`src/rtl/core/ttcw_pkg.sv`:
```
package ttcw_pkg;
	localparam int SLOTS = 16;
	localparam int FIXED_SLOTS = 4;
	localparam int SW = $clog2(SLOTS);
	localparam int CW = $clog2(SLOTS + 1);

	localparam logic [3:0] K_TICK = 4'd0;
	localparam logic [3:0] K_SAMPLE = 4'd1;
	localparam logic [3:0] K_REG = 4'd2;
	localparam logic [3:0] K_UNREG = 4'd3;
	localparam logic [3:0] K_SETCUR = 4'd4;
	localparam logic [3:0] K_KILL = 4'd5;
	localparam logic [3:0] K_CHECK = 4'd6;
	localparam logic [3:0] K_FIND = 4'd7;
	localparam logic [3:0] K_BLOCK = 4'd8;
	localparam logic [3:0] K_UNBLOCK = 4'd9;
	localparam logic [3:0] K_READ = 4'd10;
	localparam logic [3:0] K_EXIT = 4'd11;

	localparam logic [2:0] S_OK = 3'd0;
	localparam logic [2:0] S_NOFREE = 3'd1;
	localparam logic [2:0] S_NOPID = 3'd2;
	localparam logic [2:0] S_NOKILL = 3'd3;
	localparam logic [2:0] S_INACT = 3'd4;

	localparam logic [1:0] ST_UNUSED = 2'd0;
	localparam logic [1:0] ST_READY = 2'd1;
	localparam logic [1:0] ST_BLOCKED = 2'd2;
	localparam logic [1:0] ST_ZOMBIE = 2'd3;

	localparam logic REG_PCT = 1'b0;
	localparam logic REG_LIM = 1'b1;

	typedef struct packed {
		logic        act;
		logic        ck;
		logic        stk;
		logic [1:0]  st;
		logic [15:0] pid;
		logic [15:0] tick;
		logic [15:0] prev;
		logic [31:0] acc;
		logic [7:0]  hog;
		logic        km;
	} entry_t;

	typedef enum logic [2:0] {
		F_IDLE, F_SUM, F_SUMW, F_PASS, F_PASSW, F_ONE, F_ONEW, F_DONE
	} fsm_t;
endpackage

```
`src/rtl/core/ttcw_mem.sv`:
```
module ttcw_mem (
	input  logic                  clk,
	input  logic                  we,
	input  logic [ttcw_pkg::SW-1:0] waddr,
	input  ttcw_pkg::entry_t      wdata,
	input  logic [ttcw_pkg::SW-1:0] raddr,
	output ttcw_pkg::entry_t      rdata
);
	import ttcw_pkg::*;
	entry_t mem [SLOTS];
	always_ff @(posedge clk) begin
		if (we) mem[waddr] <= wdata;
		rdata <= mem[raddr];
	end
endmodule

```
`src/rtl/core/task_table_cpu_watchdog.sv`:
```
// channel  | ports                                                  | dir
// command  | start, kind, slot, pid_arg, may_kill, preemptive       | in
// result   | busy, done, status .. active_count                     | out
// config   | cfg_we, cfg_index, cfg_data                            | in
// One word at a time on the table memory (registered read, then write back).
// Per command: sample walks the table twice (sum, then update); find pid walks it once;
// kill pid walks it once, then acts on the entry found; others touch at most one entry.
// After reset a clearing pass over all SLOTS entries loads the reset entries, busy high.
// done pulses for one cycle with the result; the receiver cannot stall.
module task_table_cpu_watchdog (
	input  logic        clk,
	input  logic        arst_n,
	input  logic        start,
	output logic        busy,
	input  logic [3:0]  kind,
	input  logic [3:0]  slot,
	input  logic [15:0] pid_arg,
	input  logic        may_kill,
	input  logic        preemptive,
	input  logic        cfg_we,
	input  logic        cfg_index,
	input  logic [7:0]  cfg_data,
	output logic        done,
	output logic [2:0]  status,
	output logic [3:0]  slot_out,
	output logic [15:0] pid_out,
	output logic        killed_flag,
	output logic [1:0]  run_state,
	output logic [15:0] last_ticks,
	output logic [31:0] all_ticks,
	output logic [19:0] period_total,
	output logic [4:0]  newly_killed,
	output logic [4:0]  active_count
);
	import ttcw_pkg::*;

	fsm_t state_q, state_d;
	logic [6:0] pct_q;
	logic [7:0] lim_q;
	logic [SLOTS-1:0] act_q;
	logic [SW-1:0] idx_q;
	logic clr_q;
	logic [3:0] kind_q;
	logic [3:0] slot_q;
	logic [15:0] pida_q;
	logic mk_q, pre_q;
	logic [SW-1:0] cur_q;
	logic [15:0] pidc_q;
	logic [19:0] sum_q;
	logic [20:0] tot_q;
	logic [4:0] newly_q;
	logic found_q;
	logic [SW-1:0] fidx_q;
	entry_t rd_s2;

	logic we;
	logic [SW-1:0] waddr, raddr;
	entry_t wdata, rd;
	ttcw_mem u_mem (.clk, .we, .waddr, .wdata, .raddr, .rdata(rd));

	logic last_slot;
	assign last_slot = (idx_q == SW'(SLOTS - 1));
	logic in_range;
	assign in_range = ({1'b0, slot_q} < 5'(SLOTS));
	logic [SW-1:0] tgt;
	assign tgt = (kind_q == K_TICK || kind_q == K_EXIT) ? cur_q :
		(kind_q == K_KILL || kind_q == K_REG) ? fidx_q : slot_q[SW-1:0];

	logic pid_hit;
	assign pid_hit = act_q[idx_q] && rd.pid == pida_q;
	logic [20:0] tot_n;
	assign tot_n = tot_q + (act_q[idx_q] ? 21'(rd.tick) : 21'd0);

	// lowest free slot above the fixed ones
	logic free_hit;
	logic [SW-1:0] free_idx;
	always_comb begin
		free_hit = 1'b0;
		free_idx = '0;
		for (int i = SLOTS - 1; i >= FIXED_SLOTS; i--)
			if (!act_q[i]) begin
				free_hit = 1'b1;
				free_idx = SW'(i);
			end
	end

	logic [22:0] prod;
	logic [27:0] thr;
	logic hog_hit;
	logic [7:0] hog_n;
	logic kill_now;
	assign prod = 23'(rd.tick) * 23'd100;
	// prod/total > pct  <=>  prod >= (pct+1)*total
	assign thr = 28'(pct_q + 8'd1) * 28'(sum_q);
	assign hog_hit = 28'(prod) >= thr;
	assign hog_n = (rd.hog == 8'hFF) ? rd.hog : rd.hog + 8'd1;
	assign kill_now = act_q[idx_q] && rd.ck && hog_hit && hog_n >= lim_q;

	logic [CW-1:0] cnt;
	always_comb begin
		cnt = '0;
		for (int i = 0; i < SLOTS; i++) cnt = cnt + CW'(act_q[i]);
	end

	always_comb begin
		state_d = state_q;
		we = 1'b0;
		waddr = idx_q;
		raddr = idx_q;
		wdata = rd;
		case (state_q)
			F_IDLE: begin
				if (clr_q) begin
					we = 1'b1;
					wdata = '0;
					if (idx_q < SW'(FIXED_SLOTS)) begin
						wdata.act = 1'b1;
						wdata.pid = 16'(idx_q) + 16'd1;
					end
				end else if (start) begin
					if (kind == K_SAMPLE || kind == K_KILL || kind == K_FIND)
						state_d = F_SUM;
					else state_d = F_ONE;
				end
			end
			F_SUM: state_d = F_SUMW;
			F_SUMW: begin
				if (!last_slot) state_d = F_SUM;
				else if (kind_q == K_SAMPLE) state_d = F_PASS;
				else if (kind_q == K_KILL && (found_q || pid_hit)) state_d = F_ONE;
				else state_d = F_DONE;
			end
			F_PASS: state_d = F_PASSW;
			F_PASSW: begin
				state_d = last_slot ? F_DONE : F_PASS;
				if (act_q[idx_q]) begin
					we = 1'b1;
					wdata.acc = rd.acc + 32'(rd.tick);
					wdata.prev = rd.tick;
					wdata.tick = '0;
					if (rd.ck) begin
						wdata.hog = hog_hit ? hog_n : 8'd0;
						if (kill_now) begin
							wdata.km = 1'b1;
							if (rd.stk) wdata.st = ST_ZOMBIE;
						end
					end
				end
			end
			F_ONE: begin
				raddr = tgt;
				state_d = (kind_q == K_REG && !found_q) ? F_DONE : F_ONEW;
			end
			F_ONEW: begin
				waddr = tgt;
				state_d = F_DONE;
				case (kind_q)
					K_TICK: if (act_q[tgt] && rd.tick != 16'hFFFF) begin
						we = 1'b1; wdata.tick = rd.tick + 16'd1;
					end
					K_REG: begin
						we = 1'b1;
						wdata = '0;
						wdata.act = 1'b1;
						wdata.ck = mk_q;
						wdata.stk = pre_q;
						wdata.st = ST_READY;
						wdata.pid = pidc_q;
					end
					K_UNREG: if (in_range) begin
						we = 1'b1; wdata.st = ST_UNUSED;
					end
					K_KILL: if (rd.ck) begin
						we = 1'b1; wdata.km = 1'b1;
						if (rd.stk) wdata.st = ST_ZOMBIE;
					end
					K_CHECK: if (in_range) begin
						we = 1'b1; wdata.km = 1'b0;
					end
					K_BLOCK, K_UNBLOCK: if (in_range && act_q[tgt]) begin
						we = 1'b1;
						wdata.st = (kind_q == K_BLOCK) ? ST_BLOCKED : ST_READY;
					end
					K_EXIT: begin
						we = 1'b1; wdata.st = ST_ZOMBIE;
					end
					default: ;
				endcase
			end
			F_DONE: state_d = F_IDLE;
			default: state_d = F_IDLE;
		endcase
	end

	assign busy = clr_q || state_q != F_IDLE;

	always_ff @(posedge clk or negedge arst_n) begin
		if (!arst_n) begin
			state_q <= F_IDLE;
			pct_q <= 7'd90;
			lim_q <= 8'd5;
			act_q <= '0;
			for (int i = 0; i < FIXED_SLOTS; i++) act_q[i] <= 1'b1;
			idx_q <= '0;
			clr_q <= 1'b1;
			cur_q <= '0;
			pidc_q <= 16'(FIXED_SLOTS + 1);
			sum_q <= 20'd1;
			done <= 1'b0;
			kind_q <= '0;
			slot_q <= '0;
			pida_q <= '0;
			mk_q <= 1'b0;
			pre_q <= 1'b0;
			tot_q <= '0;
			newly_q <= '0;
			found_q <= 1'b0;
			fidx_q <= '0;
			rd_s2 <= '0;
		end else begin
			state_q <= state_d;
			done <= (state_q == F_DONE);
			if (cfg_we) begin
				if (cfg_index == REG_PCT) pct_q <= cfg_data[6:0];
				else lim_q <= cfg_data;
			end
			case (state_q)
				F_IDLE: begin
					if (clr_q) begin
						if (last_slot) begin
							clr_q <= 1'b0; idx_q <= '0;
						end else idx_q <= idx_q + SW'(1);
					end else if (start) begin
						kind_q <= kind; slot_q <= slot; pida_q <= pid_arg;
						mk_q <= may_kill; pre_q <= preemptive;
						idx_q <= '0; tot_q <= '0; newly_q <= '0;
						found_q <= (kind == K_REG) && free_hit;
						fidx_q <= free_idx;
					end
				end
				F_SUMW: begin
					if (kind_q == K_SAMPLE) tot_q <= tot_n;
					else if (!found_q && pid_hit) begin
						found_q <= 1'b1; fidx_q <= idx_q;
					end
					if (last_slot) begin
						idx_q <= '0;
						if (kind_q == K_SAMPLE)
							sum_q <= (tot_n == 21'd0) ? 20'd1 :
								(tot_n > 21'hFFFFF) ? 20'hFFFFF : tot_n[19:0];
					end else idx_q <= idx_q + SW'(1);
				end
				F_PASSW: begin
					if (kill_now) begin
						newly_q <= newly_q + 5'd1;
						if (rd.stk) act_q[idx_q] <= 1'b0;
					end
					if (!last_slot) idx_q <= idx_q + SW'(1);
				end
				F_ONEW: begin
					rd_s2 <= rd;
					case (kind_q)
						K_REG: begin act_q[tgt] <= 1'b1; pidc_q <= pidc_q + 16'd1; end
						K_UNREG: if (in_range) begin
							act_q[tgt] <= 1'b0;
							if (cur_q == tgt) cur_q <= '0;
						end
						K_SETCUR: if (in_range) cur_q <= tgt;
						K_KILL: if (rd.ck && rd.stk) act_q[tgt] <= 1'b0;
						K_EXIT: act_q[tgt] <= 1'b0;
						default: ;
					endcase
				end
				default: ;
			endcase
		end
	end

	always_comb begin
		status = S_OK; slot_out = '0; pid_out = '0; killed_flag = 1'b0;
		run_state = '0; last_ticks = '0; all_ticks = '0;
		period_total = sum_q; newly_killed = '0;
		active_count = 5'(cnt);
		case (kind_q)
			K_SAMPLE: newly_killed = newly_q;
			K_REG: if (found_q) begin
				slot_out = 4'(fidx_q); pid_out = pidc_q - 16'd1;
			end else status = S_NOFREE;
			K_UNREG, K_SETCUR: if (!in_range) status = S_INACT;
			K_KILL, K_FIND: if (!found_q) status = S_NOPID;
				else begin
					slot_out = 4'(fidx_q);
					if (kind_q == K_KILL && !rd_s2.ck) status = S_NOKILL;
				end
			K_CHECK: if (!in_range) status = S_INACT; else killed_flag = rd_s2.km;
			K_BLOCK, K_UNBLOCK: if (!in_range || !act_q[tgt]) status = S_INACT;
			K_READ: if (!in_range) status = S_INACT;
				else begin
					if (!act_q[tgt]) status = S_INACT;
					pid_out = rd_s2.pid; killed_flag = rd_s2.km;
					run_state = rd_s2.st; last_ticks = rd_s2.prev; all_ticks = rd_s2.acc;
				end
			default: ;
		endcase
	end
endmodule
```
`config.mk`:
```
export PLATFORM = sky130hd
export DESIGN_NAME = task_table_cpu_watchdog
export DESIGN_NICKNAME = d
export VERILOG_FILES = /design/src/rtl/core/ttcw_pkg.sv /design/src/rtl/core/ttcw_mem.sv /design/src/rtl/core/task_table_cpu_watchdog.sv
export SDC_FILE = /design/constraint.sdc
export NUM_CORES = 2
export LEC_CHECK = 0
export BUFFER_PORTS_ARGS = -buffer_cell sky130_fd_sc_hd__buf_2
export CAP_MARGIN = 25
export CORE_AREA = 2 2 527 529
export CTS_CLUSTER_DIAMETER = 80
export DETAILED_ROUTE_END_ITERATION = 10
export DIE_AREA = 0 0 529 531
export SLEW_MARGIN = 20
export SYNTH_ARGS = -nofsm -noshare
export SYNTH_HDL_FRONTEND = slang
export SYNTH_SLANG_ARGS = --single-unit
```
`constraint.sdc`:
```
create_clock -name clk -period 7.3 [get_ports clk]
set_input_delay 2.19 -clock clk [delete_from_list [all_inputs] [get_ports clk]]
set_output_delay 2.19 -clock clk [all_outputs]
set_load 0.005 [all_outputs]
```
=== After elaboration in Yosys (flattened, before gate mapping) ===
Memory sizes are Yosys's and may differ from the RTL's. A register that Yosys moved wholly into a read port is not among the register bits.
Index checks and enable logic that the tools add are counted.

* Register bits after elaboration: 205
* RAM bits: 1504
* Input bits: 39
* Output and inout port bits: 106
* Word-level logic and storage cells: 287
* Memories: 1

{| class="wikitable"
|+ Memories
! name !! words !! bits a word !! read ports !! clocked after memory_dff !! write ports !! RTL line !! RTL
|-
| u_mem.mem || 16 || 94 || 1 || 1 || 1 || ttcw_mem.sv:10 || <nowiki>entry_t mem [SLOTS];</nowiki>
|}

* $add $sub $neg: 25
* Multiply operators: 2
* Magnitude comparators: 8
* Equality and inequality tests: 39
* Multiplexer cells: 130
* Bitwise operators: 7
* Reductions and logical operators: 50

{| class="wikitable"
|+ Operator list
! cell !! count
|-
| $pmux W73 S3 || 1
|-
| $mux W16 || 8
|-
| $pmux W16 S2 || 4
|-
| $mux W4 || 27
|-
| $mux W94 || 1
|-
| $mux W73 || 1
|-
| $mux W21 || 3
|-
| $mux W56 || 1
|-
| $add A5 B1 Y5 || 11
|-
| $pmux W16 S3 || 1
|-
| $pmux W21 S2 || 1
|-
| $mux W20 || 2
|-
| $mux W1 || 35
|-
| $add A16 B1 Y16 const B || 2
|-
| $add A32 B16 Y32 || 1
|-
| $and A16 B16 Y16 || 2
|-
| $mux W32 || 1
|-
| $not A16 Y16 || 2
|-
| $ge A23 B28 Y1 || 1
|-
| $mul A8 B20 Y28 || 1
|-
| $mux W5 || 5
|-
| $eq A4 B3 Y1 const B || 6
|-
| $mux W3 || 8
|-
| $pmux W3 S8 || 1
|-
| 63 further kinds || 135
|}

=== Longest topological paths before layout ===
* Depth after elaboration: 16
* Gate-level depth with buffers: 35
* Mapped depth without buffers: 33

=== Modules after synthesis ===
Synthesis repeated with hierarchy kept, for this count alone.

* Cells, all modules: 5038
* Area total of the unflattened synthesis: 79711.4 um^2

{| class="wikitable"
|+ By module, submodules not included
! module !! times used !! cells an instance !! area each (um^2) !! seq. area each (um^2)
|-
| ttcw_mem || 1 || 2408 || 57993.1 || 47045.1
|-
| task_table_cpu_watchdog || 1 || 2630 || 21718.3 || 5147.4
|}

=== Worst setup path after synthesis ===
Ideal clock, no wire load.

* Kind: reg2reg
* From: reg pct_q[1]
* To: mem u_mem.mem[0][1] (netlist bit), data pin
* Setup time: 392 ps
* Arrival: 7302 ps
* Data required time: 6908 ps
* Path slack: -394 ps
* Cell stages (with the launch flop): 32
* Path buffers: 1
* Clock period less this slack: 7694 ps
* Cell sequence: dfstp_2 ha_1 nand3_1 nor2_1 xor2_1 clkbuf_1 and2_1 fa_1 fa_1 inv_1 fa_1 fa_1 inv_1 ha_1 o211ai_1 o211ai_2 nand4_1 nand2_1 nor2_1 o21a_1 o21ai_0 a21oi_1 xor2_1 ha_1 nand3_1 nor2_1 a221o_1 o21bai_1 o31ai_1 a2111oi_4 nand3_2 o41ai_1

{| class="wikitable"
|+ RTL lines
! what !! RTL line !! RTL
|-
| start, declared || task_table_cpu_watchdog.sv:38 || <nowiki>logic [6:0] pct_q;</nowiki>
|-
| start signal, assigned || task_table_cpu_watchdog.sv:224 || <nowiki>if (cfg_index == REG_PCT) pct_q <= cfg_data[6:0];</nowiki>
|-
| end, declared || ttcw_mem.sv:10 ||
|}

==> metrics.txt <==
clock-pin transition on the worst setup and hold timing paths=0.07 ns; Cell Pwr Density=451 mW/mm^2; number of synthesized flops with an enable pin=1,488; Sequential Power Share=0.352; row count=193; worst-path fanout max=8; first-pass GRT wire length=360,000 um; internal power=25.6 mW; largest buffer count on any clock path=3; Post-DRT Antenna Nets=0; Max-cap violations=0; GR Overflow Total=0; most frequent cells in the layout=nand2_1, edfxtp_1, nand3_1; GP Congestion=0.896; fin crit share=1.04; yosys warns=0; number of detailed-route iterations in the first pass=6; async set or reset register ratio after synthesis=0.115; Setup WS pre-CTS=-0.693 ns; Gate Count Post-Synth=7,112; Worst EP arrival=8.14 ns; detailed placement HPWL=143,000 um; DR iter-0 viols=5,468; nets=7,649; initial core utilization=0.298; Root Driver=clkbuf_16; Relative slew margins=0.234; CP Capture Type=flop; commonest non-fill, non-tap cell in the layout=nand2_1; final setup violation count=197; worst min path class=flop to flop; share of layout cells above drive strength 1=0.126; DIE AREA=0.281 mm^2; io pins=145; outcome=complete, but fails checks; CTS Buf Count=176; CP startpoint kind=flop; CTS sink count=1,786; core area=0.275 mm^2; min Tclk post-route=7.57 ns; switch share=0.405; placed inst area=0.0885 mm^2; Top FF cell, synth=edfxtp_1; fin. max-slew vios=0; drt drc=0; Cell Area, Synth=0.0821 mm^2; #FFs+latches synth=1,786; design area=0.0955 mm^2; largest stage delay on the critical path=0.55 ns; cell taking the most area after synthesis=edfxtp_1; post-synthesis cell type count=101; drt total wl=242,000 um; violated checks=setup timing; die span in y=531 um; drt via density=5.19; # port buffers=144; Syn Nets=7,458; Core Util, Final=0.347; RSZ-0062 raised after global routing=true; crit path kind=flop to flop; Worst IR Drop VDD=412 uV; FMAX=132 MHz; placed insts=10,700; Clock Power Share=0.214; Final Hold Vio Count=0; synthesis-to-finish area growth=16.3%; mean routed wirelength per cell=21.8 um; CTS tree=done; setup ws final=-0.273 ns; Syn Area/Cell=11.5 um^2; worst slew pin tran=1.15 ns; register area share after synthesis=0.629; clk_lat worst skew=0.87 ns; highest-delay cell along the critical path=dfstp_2; data required time of the critical path=7.86 ns; initial antenna violation count=10; Die W=529 um; combinational power share=0.434; final hold slack=0.451 ns; vias=57,400; Yosys top cell area share=0.544; H-tree depth=4; Overall Global Routing Usage=0.167; Layout Skew=0.0772 ns; vias in the first global route=55,700; Non-Filler Instances=11,100; synth top area cells=edfxtp_1, nand2_1, dfrtp_1; leak pwr=35.7 nW; largest net degree at the start of global routing=177; NetSw=17.4 mW; hold buffers post-CTS=0
[critical path: cells and delay by family (launching register included)]
kind	cells	cell delay, ns
XOR/XNOR	2	0.34
AO/OA/AOI/OAI	10	1.85
adder cells (fa/ha/maj)	7	2.66
flip-flops	1	0.55
buffers and inverters	7	0.85
AND/OR/NAND/NOR	10	1.03
[kinds of logic after synthesis]
logic type | count (synthesis) | synth area share
mux | 34 | 0.00515
fa+ha+maj | 307 | 0.0587
buf+inv | 677 | 0.0337
flops | 1786 | 0.629
compound gates | 1047 | 0.0906
xor+xnor | 116 | 0.0124
simple gates | 3145 | 0.170
[per-stage QoR]
| step | power (mW) | TNS, ns |
|---|---|---|
| global placement | 32.6 | -98.53 |
| floorplan | 26.6 | 0 |
| global route | 45.4 | -98.16 |
| finish | 43.0 | -38.51 |
| detailed placement | 33.0 | -106.87 |
| CTS | 42.7 | -38.24 |
[area by class of cell]
class	instances	area (um^2)
fillers	26800	180000
well taps	3607	4510
clock inverters	91	1080
repair buffers	452	3960
flip-flops and latches	1786	51700
multi-input cells	4652	28500
inverters	235	882
diodes	2	5.00
clock buffers	239	4880
[repair_timing]
| action | CTS | global route |
|---|---|---|
| setup endpoints to repair | 197 | 198 |
| buffers inserted | 32 | 7 |
| gates resized for setup | 66 | 92 |
| pin swaps | 36 | 61 |
| gates cloned | 8 | 2 |
[sequential cells by signal, indices dropped and copies added (netlist names), 3 cells and up, named ones only]
| signal | flops |
|---|---|
| cur_q | 4 |
| fidx_q | 4 |
| idx_q | 4 |
| kind_q | 4 |
| lim_q | 8 |
| newly_q | 5 |
| pct_q | 7 |
| period_total | 20 |
| pida_q | 16 |
| pidc_q | 16 |
| rd_s2 | 68 |
| slot_q | 4 |
| state_q | 3 |
| tot_q | 21 |
| u_mem.mem | 1488 |
| u_mem.rdata | 93 |
[worst paths after layout]
check | slack [ns] | cells after the start | startpoint | endpoint
setup / recovery | -0.27 | 36 | pct_q[1]$_DFFE_PN1P_ | u_mem.mem[14][90]$_DFFE_PP_
hold / removal | 0.45 | 2 | u_mem.rdata[46]$_DFF_P_ | rd_s2[46]$_DFFE_PN0P_
setup reg to reg | -0.27 | 36 | pct_q[1]$_DFFE_PN1P_ | u_mem.mem[14][90]$_DFFE_PP_
hold reg to reg | 0.45 | 2 | u_mem.rdata[46]$_DFF_P_ | rd_s2[46]$_DFFE_PN0P_
max in group asynchronous | 4.53 | 2 | arst_n | rd_s2[55]$_DFFE_PN0P_
min in group asynchronous | 1.44 | 1 | arst_n | pida_q[11]$_DFFE_PN0P_
[routing by layer]
| layer | GRT usage | share of wire | routed length, um |
|---|---|---|---|
| met2 | 0.279 | 0.48 | 116000 |
| met1 | 0.221 | 0.42 | 101000 |
| met5 | 0 | 0.00012 | 28 |
| met3 | 0.0270 | 0.071 | 17100 |
| met4 | 0.0572 | 0.031 | 7570 |
[synthesized netlist by cell type, types with 26 or more instances]
master    number
nor3_1        37
fa_1         131
edfxtp_1    1488
buf_2        134
inv_1        235
and2_1       147
o21ai_0      150
nand4_1       31
nor2b_1       65
a31oi_1      136
clkbuf_1     274
a311oi_1     283
dfrtp_1      191
ha_1         176
and3_1       232
a21o_1        27
xnor2_1       80
a22o_1        53
a21oi_1      223
nor2_1       118
nand2_1     1956
dfxtp_1       93
nand2b_1      42
xor2_1        36
mux2_2        26
nand3_1      441
[power by group through the flow]
| stage | clock, mW | combinational, mW | sequential [mW] |
|---|---|---|---|
| finish | 9.22 | 18.7 | 15.1 |
| global route | 9.74 | 20.4 | 15.2 |
| CTS | 9.35 | 18.3 | 15.1 |
| detailed placement | 0 | 17.7 | 15.3 |
| global placement | 0 | 17.4 | 15.3 |
| floorplan | 0 | 11.8 | 14.8 |
No activity file was read; power rests on OpenSTA's default activity.
